[config.mk]
export PLATFORM = sky130hd
export DESIGN_NAME = sliding_median_filter_mirrored
export DESIGN_NICKNAME = d
export VERILOG_FILES = /design/src/rtl/smf_pkg.sv /design/src/rtl/smf_queue.sv /design/src/rtl/smf_back.sv /design/src/rtl/sliding_median_filter_mirrored.sv
export SDC_FILE = /design/constraint.sdc
export NUM_CORES = 2
export LEC_CHECK = 0
export BUFFER_PORTS_ARGS = -buffer_cell sky130_fd_sc_hd__buf_4
export CORE_MARGIN = 10
export CORE_UTILIZATION = 35
export DETAILED_ROUTE_END_ITERATION = 10
export GPL_TIMING_DRIVEN = 0
export PLACE_DENSITY = 0.5
export SLEW_MARGIN = 20
export SYNTH_ARGS = -nofsm -noshare
export SYNTH_HDL_FRONTEND = slang
export SYNTH_SLANG_ARGS = --single-unit
[constraint.sdc]
create_clock -name clk -period 28.3 [get_ports clk]
set_clock_uncertainty 0.05 [all_clocks]
set_input_delay 0 -clock clk [delete_from_list [all_inputs] [get_ports clk]]
set_output_delay 0 -clock clk [all_outputs]
set_load 0.05 [all_outputs]
[src/rtl/smf_pkg.sv]
`timescale 1ns / 1ps
package smf_pkg;
  localparam int MaxOrderDef = 32;
  localparam int SampleW = 24;
  localparam int OrderW = 6;
  localparam int SeenW = 6;
  localparam logic [OrderW-1:0] OrderReset = 6'd5;

  typedef logic signed [SampleW-1:0] sample_t;

  // one queued word from front to back
  typedef struct packed {
    sample_t    sample;
    logic       last;
  } job_t;

  typedef enum logic [2:0] {
    ST_IDLE,
    ST_GATHER,
    ST_SORT,
    ST_EMIT
  } back_state_t;
endpackage

[src/rtl/smf_queue.sv]
`timescale 1ns / 1ps
module smf_queue
  import smf_pkg::*;
(
  input  logic clk,
  input  logic rst_n,
  input  logic flush,
  input  logic push,
  input  job_t push_job,
  output logic full,
  input  logic pop,
  output job_t pop_job,
  output logic empty
);
  job_t          mem_r [2];
  logic [1:0]    cnt_r;
  logic          wp_r;
  logic          rp_r;

  assign full    = cnt_r == 2'd2;
  assign empty   = cnt_r == 2'd0;
  assign pop_job = mem_r[rp_r];

  always_ff @(posedge clk) begin
    if (push) begin
      mem_r[wp_r] <= push_job;
    end
    if (!rst_n || flush) begin
      cnt_r <= '0;
      wp_r  <= 1'b0;
      rp_r  <= 1'b0;
    end else begin
      if (push) wp_r <= ~wp_r;
      if (pop) rp_r <= ~rp_r;
      cnt_r <= cnt_r + {1'b0, push} - {1'b0, pop};
    end
  end
endmodule

[src/rtl/smf_back.sv]
`timescale 1ns / 1ps
module smf_back
  import smf_pkg::*;
#(
  parameter int MaxOrder = MaxOrderDef
) (
  input  logic              clk,
  input  logic              rst_n,
  input  logic              clear,
  input  logic [OrderW-1:0] order,
  input  logic              q_empty,
  input  job_t              q_job,
  output logic              q_pop,
  output logic              out_valid,
  input  logic              out_ready,
  output sample_t           out_median_value,
  output logic              out_last_result,
  output logic              out_too_short
);
  localparam int IdxW = $clog2(MaxOrder + 1);
  localparam int AgeW = $clog2(MaxOrder);

  sample_t          hist_r [MaxOrder];
  sample_t          win_r  [MaxOrder];
  logic [SeenW-1:0] seen_r;
  back_state_t      st_r, st_nxt;
  job_t             job_r;
  logic [IdxW-1:0]  len_r, kk_r;
  logic [IdxW-1:0]  gi_r;
  logic [IdxW-1:0]  sp_r;
  logic signed [7:0] p_r, pend_r;
  logic             short_r;
  sample_t          res_r;
  logic             rlast_r, rshort_r, rvalid_r;

  // clamp order
  logic [IdxW-1:0] len_c;
  always_comb begin
    if (order == '0) len_c = IdxW'(1);
    else if (32'(order) > MaxOrder) len_c = IdxW'(MaxOrder);
    else len_c = IdxW'(order);
  end

  // window element fetch
  logic signed [8:0] e_c, idx_c, age_c, n_c;
  sample_t fetch_c;
  always_comb begin
    n_c = 9'(seen_r);
    e_c = 9'(p_r) - 9'(kk_r) + 9'(gi_r);
    idx_c = e_c;
    if (e_c < 0) idx_c = -9'sd1 - e_c;
    else if (job_r.last && e_c > n_c) idx_c = 9'sd2 * (n_c + 9'sd1) - 9'sd1 - e_c;
    if (idx_c > n_c) idx_c = n_c;
    if (idx_c < 0) idx_c = '0;
    age_c = n_c - idx_c;
    if (age_c <= 0) fetch_c = job_r.sample;
    else if (age_c > MaxOrder) fetch_c = hist_r[MaxOrder-1];
    else fetch_c = hist_r[AgeW'(age_c - 9'sd1)];
  end

  // odd-even transposition: one pass per cycle, len passes
  sample_t sorted_c [MaxOrder];
  always_comb begin
    for (int i = 0; i < MaxOrder; i++) sorted_c[i] = win_r[i];
    for (int i = 0; i + 1 < MaxOrder; i++) begin
      if (((i & 1) == int'(sp_r[0])) && (i + 1 < int'(len_r))
          && win_r[i] > win_r[i+1]) begin
        sorted_c[i]   = win_r[i+1];
        sorted_c[i+1] = win_r[i];
      end
    end
  end

  logic [AgeW-1:0] mid_hi, mid_lo;
  logic signed [SampleW:0] sum_c;
  sample_t med_c;
  always_comb begin
    mid_hi = AgeW'(kk_r);
    mid_lo = AgeW'(kk_r - 1'b1);
    sum_c = {win_r[mid_hi][SampleW-1], win_r[mid_hi]}
          + {win_r[mid_lo][SampleW-1], win_r[mid_lo]};
    med_c = len_r[0] ? win_r[mid_hi] : sum_c[SampleW:1];
  end

  logic out_free;
  assign out_free = !rvalid_r || out_ready;

  always_comb begin
    st_nxt = st_r;
    case (st_r)
      ST_IDLE:   if (!q_empty) st_nxt = ST_GATHER;
      ST_GATHER: st_nxt = (p_r > pend_r) ? ST_IDLE
                        : ((gi_r == len_r - 1'b1) ? ST_SORT : ST_GATHER);
      ST_SORT:   if (sp_r == len_r) st_nxt = ST_EMIT;
      ST_EMIT:   if (out_free) st_nxt = ST_GATHER;
      default:   st_nxt = ST_IDLE;
    endcase
  end

  always_comb begin
    q_pop = (st_r == ST_GATHER) && (p_r > pend_r);
  end

  logic signed [7:0] n8, kk8, first8;
  always_comb begin
    n8 = 8'(seen_r);
    kk8 = 8'(len_c >> 1);
    first8 = n8 - kk8;
    if (first8 < 0) first8 = '0;
  end

  always_ff @(posedge clk) begin
    if (!rst_n || clear) begin
      st_r <= ST_IDLE;
      seen_r <= '0;
      rvalid_r <= 1'b0;
      for (int i = 0; i < MaxOrder; i++) hist_r[i] <= '0;
    end else begin
      st_r <= st_nxt;
      if (st_r == ST_EMIT && out_free) rvalid_r <= 1'b1;
      else if (out_ready) rvalid_r <= 1'b0;
      case (st_r)
        ST_IDLE: if (!q_empty) begin
          job_r <= q_job;
          len_r <= len_c;
          kk_r  <= len_c >> 1;
          gi_r  <= '0;
          short_r <= (n8 >= 1) && (n8 + 1 < kk8);
          if (q_job.last) begin
            p_r <= first8; pend_r <= n8;
          end else if (n8 >= kk8) begin
            p_r <= n8 - kk8; pend_r <= n8 - kk8;
          end else begin
            p_r <= 8'sd1; pend_r <= 8'sd0;
          end
        end
        ST_GATHER: begin
          if (p_r > pend_r) begin
            if (job_r.last) begin
              seen_r <= '0;
              for (int i = 0; i < MaxOrder; i++) hist_r[i] <= '0;
            end else begin
              for (int i = MaxOrder - 1; i > 0; i--) hist_r[i] <= hist_r[i-1];
              hist_r[0] <= job_r.sample;
              if (seen_r != '1) seen_r <= seen_r + 1'b1;
            end
          end else begin
            win_r[AgeW'(gi_r)] <= fetch_c;
            gi_r <= gi_r + 1'b1;
            sp_r <= '0;
          end
        end
        ST_SORT: if (sp_r != len_r) begin
          for (int i = 0; i < MaxOrder; i++) win_r[i] <= sorted_c[i];
          sp_r <= sp_r + 1'b1;
        end
        ST_EMIT: if (out_free) begin
          res_r    <= med_c;
          rlast_r  <= job_r.last && (p_r == pend_r);
          rshort_r <= job_r.last && short_r;
          p_r  <= p_r + 8'sd1;
          gi_r <= '0;
        end
        default: ;
      endcase
    end
  end

  assign out_valid        = rvalid_r;
  assign out_median_value = res_r;
  assign out_last_result  = rlast_r;
  assign out_too_short    = rshort_r;
endmodule

[src/rtl/sliding_median_filter_mirrored.sv]
`timescale 1ns / 1ps
// Running median over window_order samples (clamped to 1..MaxOrder) with
// half-sample mirror extension. Words enter a two-deep queue; the back end
// gathers the window one element a cycle, sorts it with odd-even
// transposition passes, one per cycle, then emits the result. Each word is
// loaded from the queue before its results and added to the history after
// them; a stalled output holds the emit step. Results lag input by order/2
// and the last word flushes the tail. Writing cfg_window_order restarts
// the signal.
module sliding_median_filter_mirrored
  import smf_pkg::*;
#(
  parameter int MaxOrder = MaxOrderDef
) (
  input  logic              clk,
  input  logic              rst_n,
  input  logic              in_valid,
  output logic              in_ready,
  input  sample_t           in_sample,
  input  logic              in_last_sample,
  output logic              out_valid,
  input  logic              out_ready,
  output sample_t           out_median_value,
  output logic              out_last_result,
  output logic              out_too_short,
  input  logic              cfg_valid,
  output logic              cfg_ready,
  input  logic [OrderW-1:0] cfg_window_order
);
  logic [OrderW-1:0] order_r;
  logic q_full, q_empty, q_pop, cfg_wr;
  job_t q_job, in_job;

  assign cfg_ready = 1'b1;
  assign cfg_wr    = cfg_valid && cfg_ready;
  assign in_ready  = !q_full;
  assign in_job    = '{sample: in_sample, last: in_last_sample};

  always_ff @(posedge clk) begin
    if (!rst_n) order_r <= OrderReset;
    else if (cfg_wr) order_r <= cfg_window_order;
  end

  smf_queue u_queue (
    .clk, .rst_n, .flush(cfg_wr),
    .push(in_valid && in_ready), .push_job(in_job), .full(q_full),
    .pop(q_pop), .pop_job(q_job), .empty(q_empty)
  );

  smf_back #(.MaxOrder(MaxOrder)) u_back (
    .clk, .rst_n, .clear(cfg_wr), .order(order_r),
    .q_empty, .q_job, .q_pop,
    .out_valid, .out_ready, .out_median_value, .out_last_result, .out_too_short
  );
endmodule

==> results.toml <==
[run_status]
status = "completed"

[cells_and_area]
layout-drive-gt1-share = 0.1586
syn_to_final_growth_pct = 13.73
fin_area_sq_mm = 0.1211
nets = 9816

[logic_synthesis]
synth_common_cells = "1311 x edfxtp_1, 846 x inv_1, 841 x ha_1"
netlist_area_sq_mm = 0.1065
synth_seq_cells = 1696
ys_warn_count = 0
yosys-top-cells-area = "edfxtp_1 37%, mux4_2 14%, ha_1 9.9%"
synth_edf_count = 1311
synthCells = 8521
synthFlopType = "edfxtp_1"
synth_cell_type_count = 87
syn_avg_cell_area_sq_um = 12.50
async_reset_ff_frac = 0
ys_seq_area_frac = 0.4421
syn_nets = 9407
yosysTopAreaCell = "edfxtp_1"
yosysMostFrequentCell = "edfxtp_1"
yosysTopAreaCellShare = 0.3697

[power_and_ir_drop]
peakVddDrop_mv = 0.1767
switching_share = 0.4135
power_density_mw_per_mm2 = 101.1
p_sw_mw = 5.062
p_seq_frac = 0.290
internal_power_mw = 7.180
totalPowerFinal_mw = 12.24
clockPowerShare = 0.221
leakagePower_nw = 48.28
combPwrFrac = 0.489

[placement]
io_buffers = 62
gp_congestion = 1.060
hpwl_mm = 366.0
placed_cell_area_sq_mm = 0.1136

[routing]
dr.max_layer_used = "met5"
vias_per_cell = 6.473
wl_mm = 468.4
wl_met2_mm = 188.5
drcViolationCount = 0
drtPass1Iterations = 6
wl_per_cell_microns = 35.73
vias = 84850
drt_iter0_markers = 12400
wl_met1_mm = 190.6
met3_length_mm = 64.05
detail-route-antenna-nets = 0

[grt]
grt_use_total = 0.2753
grt_overflow = 0
grt_pass1_wl_mm = 642.5
antenna_found_initial = 40
grt_pass1_vias = 79960
grt_max_degree = 105

[worst_setup_path]
slowest_stage = "a21oi_1"
cp_common_cell = "ha_1"
setup.worst_path.class = "register to register"
cp_max_fo = 10
cp-start-kind = "register"
crit_required_ps = 28980
timing.critical_path.slowest_cell_delay_ps = 950
critPathArrivalTime_ps = 14420
cp-end-kind = "register"

[die]
pin_count = 65
rows = 202
initial_core_util = 0.3517
die_area_sq_mm = 0.3267
fp.dieW_microns = 571.6
core_sq_mm = 0.3028
die_y_microns = 571.6

[cts]
cts-buffers-inserted = 205
cts_tree = "built"
clk_path_buf_depth = 4
clkTransAtPathRegs_ps = 60
cts.sinks = 1696
htree_levels = 4
worst_skew_pair.late_latency_ps = 940
post-cts-setup-buffers = 0
cts_resized = 0
clockRootBuffer = "clkbuf_16"

[timing]
setup_viol = 0
finalHoldViolations = 0
period_share = 0.4858
grt_setup_unrepaired = "false"
final_max_slew_viol_count = 0
fmaxAchievable_ghz = 0.07274
tns_ps = 0
slew_headroom = 0.08358
tightest_slew_ps = 1375
finalCriticalPeriod_ps = 13750

[job]
cap_viol_max_count = 0

[hold_path]
min_path_type = "input port to register"
metrics by stage:
step                        util  hold WS, ps  setup WS (ps)  std cells
after floorplan                -        11.94          18070       8521
after global placement    0.3697        135.2          12930      12560
after detailed placement  0.3751        139.5          15020      12620
after CTS                 0.3996        62.25          14980      13080
after global routing      0.3997        133.2          14290      13080
final                     0.4000        123.4          14550      13110
worst max-delay path: cells and delay by family (launching register included):
family / cells / cell delay, ps
simple gates: 9 / 1790
xor+xnor: 1 / 420
fa+ha+maj: 7 / 2640
compound gates: 13 / 3170
mux: 2 / 390
buf+inv: 10 / 4790
flops: 1 / 320
power groups by stage:
| stage | clock network, mW | logic, mW | registers, mW |
|---|---|---|---|
| after floorplan | 0 | 3.40 | 3.55 |
| after global placement | 0 | 5.61 | 3.61 |
| after detailed placement | 0 | 5.71 | 3.59 |
| after CTS | 2.73 | 5.74 | 3.54 |
| after global routing | 2.83 | 6.14 | 3.55 |
| final | 2.71 | 5.98 | 3.55 |
metal layers:
metal,global-route usage,up-vias
met5,0.002904,-
met4,0.1196,18
met3,0.1110,979
met2,0.3825,5539
met1,0.3757,43590
li1,-,34720
logic make-up after synthesis:
group | after synthesis | synth area share
AOI/OAI and AO/OA | 2175 | 0.1643
adders and majority gates | 850 | 0.1005
xor gates and xnor gates | 83 | 0.007132
other | 1 | 0.00003521
buffers and inverters | 1452 | 0.05251
muxes | 859 | 0.1602
DFF | 1696 | 0.4421
and+or+nand+nor | 1405 | 0.07330
what timing repair did:
item | CTS | global route
endpoints found under the setup margin | 0 | 0
hold endpoints to repair | 114 | 0
hold buffers | 75 | 0
final cells by class:
cell class	count	area [sq um]
diodes	31	77.57
plain buffers	604	2495
clock buffers	272	5667
clock inverters	104	1002
fillers	28570	181700
inverters	848	3191
multi-input cells	5373	54180
flip-flops and latches	1696	47080
well taps	3978	4977
repair buffers	202	2445
placed cells by master, fill, tap and decap left out, types with 78 or more instances in the layout:
master / count
ha_1: 841
buf_4: 78
nor2b_1: 104
a21oi_1: 294
nor2_1: 157
clkbuf_16: 209
nand2_1: 221
nand4_1: 163
mux2_2: 97
and2_1: 432
clkbuf_1: 419
dfxtp_1: 385
mux2i_1: 91
mux4_2: 666
buf_2: 132
a22o_1: 339
edfxtp_1: 1311
o21ai_0: 138
a221o_1: 692
a21o_1: 299
inv_1: 845
state kept, by name, summed over array words and instances, names as in the netlist, 2 cells and up, named ones only:
signal,cells
order_r,6
u_back.gi_r,6
u_back.hist_r,768
u_back.job_r,25
u_back.len_r,6
u_back.out_median_value,24
u_back.p_r,8
u_back.pend_r,7
u_back.seen_r,6
u_back.sp_r,6
u_back.st_r,2
u_back.win_r,768
u_queue.cnt_r,2
u_queue.mem_r,50
final timing paths:
path / to / cells after the start / from / slack [ps]
worst max-delay path: u_back.win_r[16][13]$_DFFE_PP_ / 42 / u_back.gi_r[4]$_SDFFCE_PN0P_ / 14550
worst min-delay path: u_queue.wp_r$_SDFFE_PP0P_ / 5 / in_valid / 120
worst max register to register: u_back.win_r[16][13]$_DFFE_PP_ / 42 / u_back.gi_r[4]$_SDFFCE_PN0P_ / 14550
worst min register to register: u_back.hist_r[28][13]$_SDFFE_PP0P_ / 1 / u_back.hist_r[27][13]$_SDFFE_PP0P_ / 410
Power figures use the tool's default switching activity.
